**src/rtl/core/tctmr_pkg.sv**
```systemverilog
// Package of types and constants for the three-channel timer.
package tctmr_pkg;

    localparam int NUM_CNT = 3;

    typedef enum logic [1:0] {
        OP_READ  = 2'd0,
        OP_WRITE = 2'd1,
        OP_TICK  = 2'd2
    } t_op;

    localparam logic [2:0] ADDR_CTRL_A = 3'd0;  // control 0 or 2
    localparam logic [2:0] ADDR_CTRL_B = 3'd1;  // control 1 / status

    // control bit positions
    localparam int CTRL_HOLD     = 0;
    localparam int CTRL_INTCLK   = 1;
    localparam int CTRL_DUAL     = 2;
    localparam int CTRL_NORELOAD = 4;
    localparam int CTRL_IRQEN    = 6;

    localparam int STAT_IRQ = 7;

    localparam logic [15:0] COUNT_RESET = 16'hffff;

    typedef struct packed {
        logic [15:0] count;
        logic        fired;
    } t_cnt_step;

    typedef struct packed {
        logic [7:0] read_data;
        logic       irq;
        logic [2:0] expired;
    } t_result;

endpackage

```
**src/rtl/core/three_channel_programmable_timer_unit.sv**
```systemverilog
// Top level of the three-channel programmable timer.
//
// Request channel (i_in_valid / o_in_ready): one bus read, bus write or clock
// tick per request, selected by i_operation. Address and write data matter for
// reads and writes, the clock inputs for ticks only.
// Result channel (o_out_valid / i_out_ready): one result per request, in order,
// with read data, the composite interrupt and the per-counter expiry bits.
// The result is registered on the result side. Throughput: one request per
// cycle while the skid entry is empty; all register and counter updates happen
// in the accepting cycle, each counter step being one decrement and compare.
// An output register plus one skid entry sit on the result side, so a request
// is still taken while one result waits; o_in_ready drops only when both are
// full and rises again as soon as the receiver takes a result.
// Reset: all counters stopped, controls cleared, latches and counts 0xffff,
// flags and byte buffers cleared, result side empty.
module three_channel_programmable_timer_unit (
    input  logic       i_clk,
    input  logic       i_rst_n,
    input  logic       i_in_valid,
    output logic       o_in_ready,
    input  logic [1:0] i_operation,
    input  logic [2:0] i_address,
    input  logic [7:0] i_write_data,
    input  logic [2:0] i_external_clocks,
    input  logic       i_internal_clock,
    output logic       o_out_valid,
    input  logic       i_out_ready,
    output logic [7:0] o_read_data,
    output logic       o_irq,
    output logic [2:0] o_expired
);

    logic [7:0]  r_ctrl  [tctmr_pkg::NUM_CNT];
    logic [15:0] r_latch [tctmr_pkg::NUM_CNT];
    logic [15:0] r_count [tctmr_pkg::NUM_CNT];
    logic [2:0]  r_running;
    logic [2:0]  r_timeout;
    logic [2:0]  r_seen;
    logic [7:0]  r_hbuf;
    logic [7:0]  r_lbuf;

    logic [7:0]  n_ctrl  [tctmr_pkg::NUM_CNT];
    logic [15:0] n_latch [tctmr_pkg::NUM_CNT];
    logic [15:0] n_count [tctmr_pkg::NUM_CNT];
    logic [2:0]  n_running;
    logic [2:0]  n_timeout;
    logic [2:0]  n_seen;
    logic [7:0]  n_hbuf;
    logic [7:0]  n_lbuf;

    tctmr_pkg::t_cnt_step cnt_step [tctmr_pkg::NUM_CNT];
    tctmr_pkg::t_result   res;
    tctmr_pkg::t_result   r_out;
    tctmr_pkg::t_result   r_skid;
    logic                 r_out_valid;
    logic                 r_skid_valid;

    logic       accept;
    logic       pop;
    logic [1:0] sel;
    logic [7:0] diffs;
    logic       pulse;
    logic [2:0] irq_en;

    assign o_in_ready  = !r_skid_valid;
    assign accept      = i_in_valid && o_in_ready;
    assign pop         = r_out_valid && i_out_ready;
    assign o_out_valid = r_out_valid;
    assign o_read_data = r_out.read_data;
    assign o_irq       = r_out.irq;
    assign o_expired   = r_out.expired;

    for (genvar g = 0; g < tctmr_pkg::NUM_CNT; g++) begin : g_cnt
        tctmr_counter u_counter (
            .i_count (r_count[g]),
            .i_latch (r_latch[g]),
            .i_dual  (r_ctrl[g][tctmr_pkg::CTRL_DUAL]),
            .o_step  (cnt_step[g])
        );
    end

    always_comb begin
        n_ctrl      = r_ctrl;
        n_latch     = r_latch;
        n_count     = r_count;
        n_running   = r_running;
        n_timeout   = r_timeout;
        n_seen      = r_seen;
        n_hbuf      = r_hbuf;
        n_lbuf      = r_lbuf;
        res         = '0;
        sel         = i_address[2:1] - 2'd1;
        diffs       = '0;
        pulse       = 1'b0;
        irq_en      = '0;
        unique case (i_operation)
            tctmr_pkg::OP_READ: begin
                if (i_address == tctmr_pkg::ADDR_CTRL_A) begin
                    res.read_data = 8'd0;
                end else if (i_address == tctmr_pkg::ADDR_CTRL_B) begin
                    for (int i = 0; i < tctmr_pkg::NUM_CNT; i++) begin
                        irq_en[i] = r_ctrl[i][tctmr_pkg::CTRL_IRQEN];
                    end
                    res.read_data = {|(r_timeout & irq_en), 4'd0, r_timeout};
                    n_seen        = r_seen | r_timeout;
                end else if (!i_address[0]) begin
                    if (r_seen[sel]) begin
                        n_timeout[sel] = 1'b0;
                    end
                    n_lbuf        = r_count[sel][7:0];
                    res.read_data = r_count[sel][15:8];
                end else begin
                    res.read_data = r_lbuf;
                end
            end
            tctmr_pkg::OP_WRITE: begin
                if (i_address == tctmr_pkg::ADDR_CTRL_A ||
                    i_address == tctmr_pkg::ADDR_CTRL_B) begin
                    if (i_address == tctmr_pkg::ADDR_CTRL_B) begin
                        sel = 2'd1;
                    end else if (r_ctrl[1][tctmr_pkg::CTRL_HOLD]) begin
                        sel = 2'd0;
                    end else begin
                        sel = 2'd2;
                    end
                    diffs        = i_write_data ^ r_ctrl[sel];
                    n_ctrl[sel]  = i_write_data;
                    if (sel == 2'd0 && diffs[tctmr_pkg::CTRL_HOLD]) begin
                        if (i_write_data[tctmr_pkg::CTRL_HOLD]) begin
                            n_running = '0;
                        end else begin
                            n_running = '1;
                            n_count   = r_latch;
                        end
                        n_timeout = '0;
                    end
                    if (diffs[tctmr_pkg::CTRL_INTCLK]) begin
                        n_count[sel]   = r_latch[sel];
                        n_running[sel] = 1'b1;
                    end
                end else if (!i_address[0]) begin
                    n_hbuf = i_write_data;
                end else begin
                    n_latch[sel]   = {r_hbuf, i_write_data};
                    n_timeout[sel] = 1'b0;
                    if (!r_ctrl[sel][tctmr_pkg::CTRL_NORELOAD]) begin
                        n_count[sel]   = {r_hbuf, i_write_data};
                        n_running[sel] = 1'b1;
                    end
                end
            end
            tctmr_pkg::OP_TICK: begin
                if (!r_ctrl[0][tctmr_pkg::CTRL_HOLD]) begin
                    for (int i = 0; i < tctmr_pkg::NUM_CNT; i++) begin
                        pulse = r_ctrl[i][tctmr_pkg::CTRL_INTCLK] ? i_internal_clock
                                                                  : i_external_clocks[i];
                        if (r_running[i] && pulse) begin
                            n_count[i] = cnt_step[i].count;
                            if (cnt_step[i].fired) begin
                                n_timeout[i]   = 1'b1;
                                n_seen[i]      = 1'b0;
                                res.expired[i] = 1'b1;
                            end
                        end
                    end
                end
            end
            default: begin
            end
        endcase
        for (int i = 0; i < tctmr_pkg::NUM_CNT; i++) begin
            irq_en[i] = n_ctrl[i][tctmr_pkg::CTRL_IRQEN];
        end
        res.irq = |(n_timeout & irq_en);
    end

    always_ff @(posedge i_clk) begin
        if (!i_rst_n) begin
            for (int i = 0; i < tctmr_pkg::NUM_CNT; i++) begin
                r_ctrl[i]  <= '0;
                r_latch[i] <= tctmr_pkg::COUNT_RESET;
                r_count[i] <= tctmr_pkg::COUNT_RESET;
            end
            r_running    <= '0;
            r_timeout    <= '0;
            r_seen       <= '0;
            r_hbuf       <= '0;
            r_lbuf       <= '0;
            r_out_valid  <= 1'b0;
            r_skid_valid <= 1'b0;
        end else begin
            if (accept) begin
                r_ctrl    <= n_ctrl;
                r_latch   <= n_latch;
                r_count   <= n_count;
                r_running <= n_running;
                r_timeout <= n_timeout;
                r_seen    <= n_seen;
                r_hbuf    <= n_hbuf;
                r_lbuf    <= n_lbuf;
            end
            if (pop) begin
                r_out_valid  <= r_skid_valid || accept;
                r_skid_valid <= 1'b0;
            end else if (accept) begin
                r_out_valid  <= 1'b1;
                r_skid_valid <= r_out_valid;
            end
        end
    end

    // result payload
    always_ff @(posedge i_clk) begin
        if (pop) begin
            r_out <= r_skid_valid ? r_skid : res;
        end else if (accept) begin
            if (r_out_valid) begin
                r_skid <= res;
            end else begin
                r_out <= res;
            end
        end
    end

endmodule

```
**src/rtl/core/tctmr_counter.sv**
```systemverilog
// One clock pulse of a single down-counter in word or dual-byte mode.
module tctmr_counter (
    input  logic [15:0]          i_count,
    input  logic [15:0]          i_latch,
    input  logic                 i_dual,
    output tctmr_pkg::t_cnt_step o_step
);

    logic [7:0] lo;
    logic [7:0] hi;

    always_comb begin
        lo           = i_count[7:0];
        hi           = i_count[15:8];
        o_step.fired = 1'b0;
        if (i_dual) begin
            if (lo != 8'd0) begin
                lo = lo - 8'd1;
            end else begin
                lo = i_latch[7:0];
                if (hi == 8'd0) begin
                    hi           = i_latch[15:8];
                    o_step.fired = 1'b1;
                end else begin
                    hi = hi - 8'd1;
                end
            end
            o_step.count = {hi, lo};
        end else begin
            if (i_count == 16'd0) begin
                o_step.count = i_latch;
                o_step.fired = 1'b1;
            end else begin
                o_step.count = i_count - 16'd1;
            end
        end
    end

endmodule

```
**config.mk**
```make
export PLATFORM = sky130hd
export DESIGN_NAME = three_channel_programmable_timer_unit
export DESIGN_NICKNAME = d
export VERILOG_FILES = /design/src/rtl/core/tctmr_pkg.sv /design/src/rtl/core/three_channel_programmable_timer_unit.sv /design/src/rtl/core/tctmr_counter.sv
export SDC_FILE = /design/constraint.sdc
export NUM_CORES = 1
export LEC_CHECK = 0
export BUFFER_PORTS_ARGS = -buffer_cell sky130_fd_sc_hd__buf_2
export CAP_MARGIN = 20
export CORE_ASPECT_RATIO = 0.7
export CORE_MARGIN = 2
export CORE_UTILIZATION = 45
export CTS_CLUSTER_DIAMETER = 100
export DETAILED_ROUTE_END_ITERATION = 12
export GPL_ROUTABILITY_DRIVEN = 0
export PLACE_DENSITY = 0.71
export SLEW_MARGIN = 0
export SYNTH_ARGS = -nofsm -noshare
export SYNTH_HDL_FRONTEND = slang
export SYNTH_SLANG_ARGS = --single-unit
```
**constraint.sdc**
```tcl
create_clock -name i_clk -period 7.4 [get_ports i_clk]
set_input_delay 1.11 -clock i_clk [delete_from_list [all_inputs] [get_ports i_clk]]
set_output_delay 1.11 -clock i_clk [all_outputs]
set_load 0.01 [all_outputs]
```
; ---- After elaboration in Yosys (flattened, before gate mapping)
; Index checks and enable logic that the tools add are counted.
[word_totals]
wordCells = 256
inputBits = 21
output_inout_bits = 14
reg_bits = 171
[classes]
order_cmp = 8
n_eq_ne = 19
bitwise = 16
n_addsub = 10
reduce_logical = 48
n_mux = 125
[ops]
columns = operator, n
row1 = 48-bit 2-to-1 mux, 9
row2 = 16-bit 2-to-1 mux, 12
row3 = 48-bit bitwise mux, 3
row4 = 8-bit 2-to-1 mux, 14
row5 = 48-bit case mux with 2 select lines, 1
row6 = 16-bit binary-select mux with 2-bit select, 2
row7 = 16-bit demux with 2-bit select, 2
row8 = 3-bit 2-to-1 mux, 21
row9 = 17-bit 2-to-1 mux, 3
row10 = 16-bit zero test, 3
row11 = 12-bit 2-to-1 mux, 4
row12 = "16-bit by 1-bit subtractor with 16-bit output, second input constant", 3
row13 = "8-bit by 1-bit subtractor with 8-bit output, second input constant", 6
row14 = 23-bit 2-to-1 mux, 2
row15 = 7-bit AND reduction, 6
row16 = 1-bit 2-to-1 mux, 35
row17 = 8-bit binary-select mux with 2-bit select, 2
row18 = 24-bit bitwise mux, 1
row19 = 8-bit zero test, 3
row20 = 8-bit nonzero test, 3
row21 = 6-bit AND reduction, 3
row22 = 8-bit demux with 2-bit select, 1
row23 = "3-bit inequality test, second input constant", 5
row24 = "2-bit inequality test, second input constant", 7
row25 = other kinds (33), 75

; ---- Longest topological paths before layout
[logic_depth]
depth_word = 18
mapped_depth = 11
depth_no_buf = 8

; ---- Hierarchy
; Synthesis repeated with hierarchy kept, for this count alone.
[hier_totals]
hier_cells = 1236
area_unflattened_um2 = 10226.1
[by_module_without_submodules]
columns = mod, area_per_inst_um2, seq_area_each_um2, instances, cells_each
row1 = three_channel_programmable_timer_unit, 8064.0, 3463.3, 1, 930
row2 = tctmr_counter, 720.7, 0.0, 3, 102

; ---- Least setup slack after synthesis
; OpenSTA, ideal clock, no wires.
[synth_timing]
path_type = input to register
start = input i_address[1]
end = register r_count[32] (netlist bit)
t_arrival_ns = 3.315
path_slack_ns = 3.942
setup_ns = 0.142
required_time_ns = 7.258
path_buffers = 3
cell_stages = 11
path_cell_list = inv_1 -> clkbuf_1 -> ha_1 -> clkbuf_1 -> or3b_2 -> a21oi_1 -> o21ai_1 -> and2_1 -> buf_2 -> o211ai_1 -> o2111ai_1
[synth_between]
elab_chain_len = 17
word_cells_on_any_way = 44
cone_classes = add/sub (1) / order compare (4) / eq/ne (3) / mux (26) / bitwise (3) / reduce/logical (7)
[synth_lines]
columns = item, line
row1 = from (decl), three_channel_programmable_timer_unit.sv:22  ; input logic [2:0] i_address,
row2 = 3-bit by 1-bit equality test with 1-bit output, "three_channel_programmable_timer_unit.sv:118, three_channel_programmable_timer_unit.sv:119"
row3 = 2-bit 2-to-1 mux, three_channel_programmable_timer_unit.sv:119  ; if (i_address == tctmr_pkg::ADDR_CTRL_B) begin
row4 = 2-bit 2-to-1 mux, three_channel_programmable_timer_unit.sv:117  ; if (i_address == tctmr_pkg::ADDR_CTRL_A ||
row5 = 2-bit 2-to-1 mux, three_channel_programmable_timer_unit.sv:96  ; unique case (i_operation)
row6 = 2-bit inverter with 3-bit output (implied by the code), "three_channel_programmable_timer_unit.sv:126, three_channel_programmable_timer_unit.sv:138"
row7 = 8-bit binary-select mux with 2-bit select, three_channel_programmable_timer_unit.sv:126  ; diffs = i_write_data ^ r_ctrl[sel];
row8 = 2-bit 2-to-1 mux (implied by the code) (2 in a row), three_channel_programmable_timer_unit.sv:126
row9 = 2-bit bitwise XOR, three_channel_programmable_timer_unit.sv:126
row10 = 1-bit logical AND, three_channel_programmable_timer_unit.sv:128  ; if (sel == 2'd0 && diffs[tctmr_pkg::CTRL_HOLD]) begin
row11 = 48-bit 2-to-1 mux, three_channel_programmable_timer_unit.sv:128
row12 = 48-bit 2-to-1 mux, three_channel_programmable_timer_unit.sv:117
row13 = 48-bit 2-to-1 mux, three_channel_programmable_timer_unit.sv:96
row14 = 48-bit bitwise mux, three_channel_programmable_timer_unit.sv:138  ; n_count[sel] = r_latch[sel];
row15 = 48-bit 2-to-1 mux, three_channel_programmable_timer_unit.sv:137  ; if (diffs[tctmr_pkg::CTRL_INTCLK]) begin
row16 = 48-bit 2-to-1 mux, three_channel_programmable_timer_unit.sv:117
row17 = 48-bit case mux with 2 select lines, three_channel_programmable_timer_unit.sv:96
row18 = "to (signal, indexed assignment)", three_channel_programmable_timer_unit.sv:182  ; r_count[i] <= tctmr_pkg::COUNT_RESET;
row19 = to (signal assigned), three_channel_programmable_timer_unit.sv:195  ; r_count <= n_count;
row20 = to (decl), three_channel_programmable_timer_unit.sv:35  ; logic [15:0] r_count [tctmr_pkg::NUM_CNT];
; Parallel ways exist; a longest one is shown, timed or not. The select of a mux whose other input is x is not followed.
; A chain may end at the register's enable or synchronous reset.

; ---- Worst setup path in the final report
[layout_timing]
start = input i_address[1]
end = register r_count[23] (netlist bit)
; The elaborated chain is that of the path after synthesis.

==> results.cfg <==
[clocking]
cts_buffers = 17
ctsLongestPathBuffers = 2
clock-root-buffer = clkbuf_16
post_cts_resized = 0
htreeDepth = 4
clk_pin_slew_worst_paths_ns = 0.07
cts.sinks = 161
cts_tree = yes
cts_hold_buf = 0
post_cts_buffers = 0
clkLatencyLatePin_ns = 0.44

[worst_hold_path]
hold_path_class = reg -> reg

[timing]
setup_violations = 0
min_period_ns = 4.67
finalCritPeriodShare_pct = 63.1
maxSlewViolCount = 0
fmax_mhz = 214
slew_headroom_pct = 28.0
fin_skew_ns = 0.0134
hold_violations = 0
rsz0062_at_grt = no
tns_ns = 0
tightest_slew_ns = 1.08

[synthesis]
syn_area_per_cell_um2 = 7.73
yosysTopAreaCellShare_pct = 25.7
synth_edf_count = 24
synthTopCellsByArea = dfxtp_1 26%, nand2_1 7.2%, edfxtp_1 6.8%
synthDistinctLibCells = 87
synthCells = 1379
seq_area_frac_synth_pct = 32.5
synthesis.area_um2 = 10700
yosysWarnings = 0
yosys.area.top_type = dfxtp_1
async_reset_ff_share_pct = 0
ys_ff_latch = 161
synth_flop_cell = dfxtp_1
syn-num-nets = 1415

[drt]
vias = 11000
avgViaCountPerCell = 6.66
drc = 0
routed_wirelength_um = 37800
wire_per_inst_um = 22.8
ant_nets = 0
first_iter_violations = 1801
drt-pass1-iter-count = 6

[flow_run]
drv_cap = 0

[critical_path]
regToRegSetupSlack_ns = 4.30
crit_fanout = 25
critPathLaunchType = primary input
max_stage_delay_ns = 1.01
cp_cell_sequence = buf_2, inv_1, ha_1, mux2i_1, o21ai_1, o21ai_1, o211ai_1, nor2_1, a32oi_1
critPathTopFamily = compound AO/OA/AOI/OAI gates
endpoint_kind = flop
path_buf_inv = 2
timing_worst_setup_path_type = in -> reg
cp.required_ns = 7.68
crit_top_cell = o21ai_1
arrival_ns = 4.95
slowest_stage = ha_1

[grt]
grt_most_used_layer = met1
grt_overflow_total = 0
grt_max_degree = 69
grt_pass1_wl_um = 58300
grt_use_total_pct = 30.0
grt_util_met3_pct = 10.1
antenna_found_initial = 2
grt_pass1_vias = 9902
use_met1_pct = 44.3
met2_usage_pct = 40.3

[place]
dp_hpwl_um = 25900
numPortBuffers = 34
dp.cells = 1624

[floorplan]
die_w_um = 188
start_util_pct = 45.4
core-area_um2 = 23500
dieArea_um2 = 24900
io_pins = 35
rows = 47
die_h_um = 133

[finish]
nNetsFinal = 1362
layout-drive-gt1-share_pct = 11.0
fillCellCount = 2258
area_growth_pct = 7.76
fin_cells = 1658

[power]
total_power_w = 0.00220
powerDensity_nw_per_um2 = 191
ir_drop_v = 0.000233
p_leak_nw = 4.23

[outcome]
status = complete, no violations
[state kept, by name, summed over array words and instances (netlist names), 8 cells and up]
signal       flops
r_skid          12
r_ctrl          14
o_read_data      8
r_count         48
r_latch         48
r_hbuf           8
r_lbuf           8
[cells in the mapped netlist, drive strengths merged, types with 14 or more instances]
library cell  number
mux2              34
mux2i             47
o21ai             81
dfxtp            137
nor3              33
nand2            205
nand3             91
nor4              16
o31ai             20
clkbuf            96
ha                15
buf               24
xnor2             17
inv               32
o211ai            25
a211oi            30
a21oi            102
a31oi             17
edfxtp            24
xor2              14
nor2             115
[logic make-up (layout without fill, tap and decap cells)]
group / after synthesis / after routing / share of synthesized area [%]
AO/OA/AOI/OAI: 382 / 382 / 24.0
adder cells (fa/ha/maj): 15 / 15 / 1.76
XOR/XNOR: 31 / 31 / 2.55
AND/OR/NAND/NOR: 556 / 556 / 25.4
other: 0 / 1 / 0
buffers and inverters: 153 / 113 / 5.75
flip-flops: 161 / 161 / 32.5
multiplexers: 81 / 81 / 8.01
[layout make-up]
| type | instances | area [µm²] | share of cell area [%] |
|---|---|---|---|
| clock buffer | 18 | 429 | 3.74 |
| inverter | 33 | 124 | 1.08 |
| sequential | 161 | 3460 | 30.2 |
| tap | 318 | 398 | 3.47 |
| multi-input combinational | 1065 | 6580 | 57.3 |
| clock inverter | 14 | 201 | 1.75 |
| timing repair buffer | 48 | 283 | 2.46 |
| antenna | 1 | 2.50 | 0.0218 |
[per-layer routing]
metal  routed length (µm)  up-vias  part of all wire [%]
met3                 5790      128                    15
met5                    0        -                     0
li1                     -     4961                     -
met1                15900     5157                    42
met4                 1270        0                   3.4
met2                14800      793                    39
[worst min-delay path: cells and delay by family (launching register included)]
family	cells	cell delay [ns]
and+or+nand+nor	1	0.05
AOI/OAI and AO/OA	1	0.05
DFF	1	0.31
[path summary, 6_finish.rpt]
path / to / cells after the start / from
hold / removal: r_ctrl[12]$_SDFFE_PN0P_ / 2 / r_ctrl[12]$_SDFFE_PN0P_
hold reg to reg: r_ctrl[12]$_SDFFE_PN0P_ / 2 / r_ctrl[12]$_SDFFE_PN0P_
setup / recovery: r_count[23]$_SDFFE_PN1P_ / 9 / i_address[1]
setup reg to reg: r_count[23]$_SDFFE_PN1P_ / 6 / r_skid_valid$_SDFFE_PP0P_
[power by group]
group          internal [W]  switching [W]
combinational     0.0000863       0.000176
clock              0.000571       0.000403
sequential         0.000913      0.0000461
total               0.00157       0.000625
[cell usage in the layout (no fill, tap or decap), drive strengths merged, types with 14 or more instances in the layout]
master / count
nand2: 205
dfxtp: 137
nor2: 115
a21oi: 102
nand3: 91
o21ai: 81
buf: 48
mux2i: 47
inv: 37
mux2: 34
nor3: 33
a211oi: 30
o211ai: 25
edfxtp: 24
o31ai: 20
clkbuf: 18
a31oi: 17
xnor2: 17
nor4: 16
ha: 15
xor2: 14
[stage by stage]
stage	worst slack [ns]	instance area (µm²)	utilization, %	hold WS [ns]
global route	2.45	11500	48.9	0.497
detailed placement	2.44	10800	46.2	0.447
CTS	2.91	11500	48.9	0.455
global placement	2.65	10800	46.1	0.447
finish	2.73	11500	48.9	0.454
floorplan	3.94	10700	-	0.432
No activity file was read; power rests on OpenSTA's default activity.
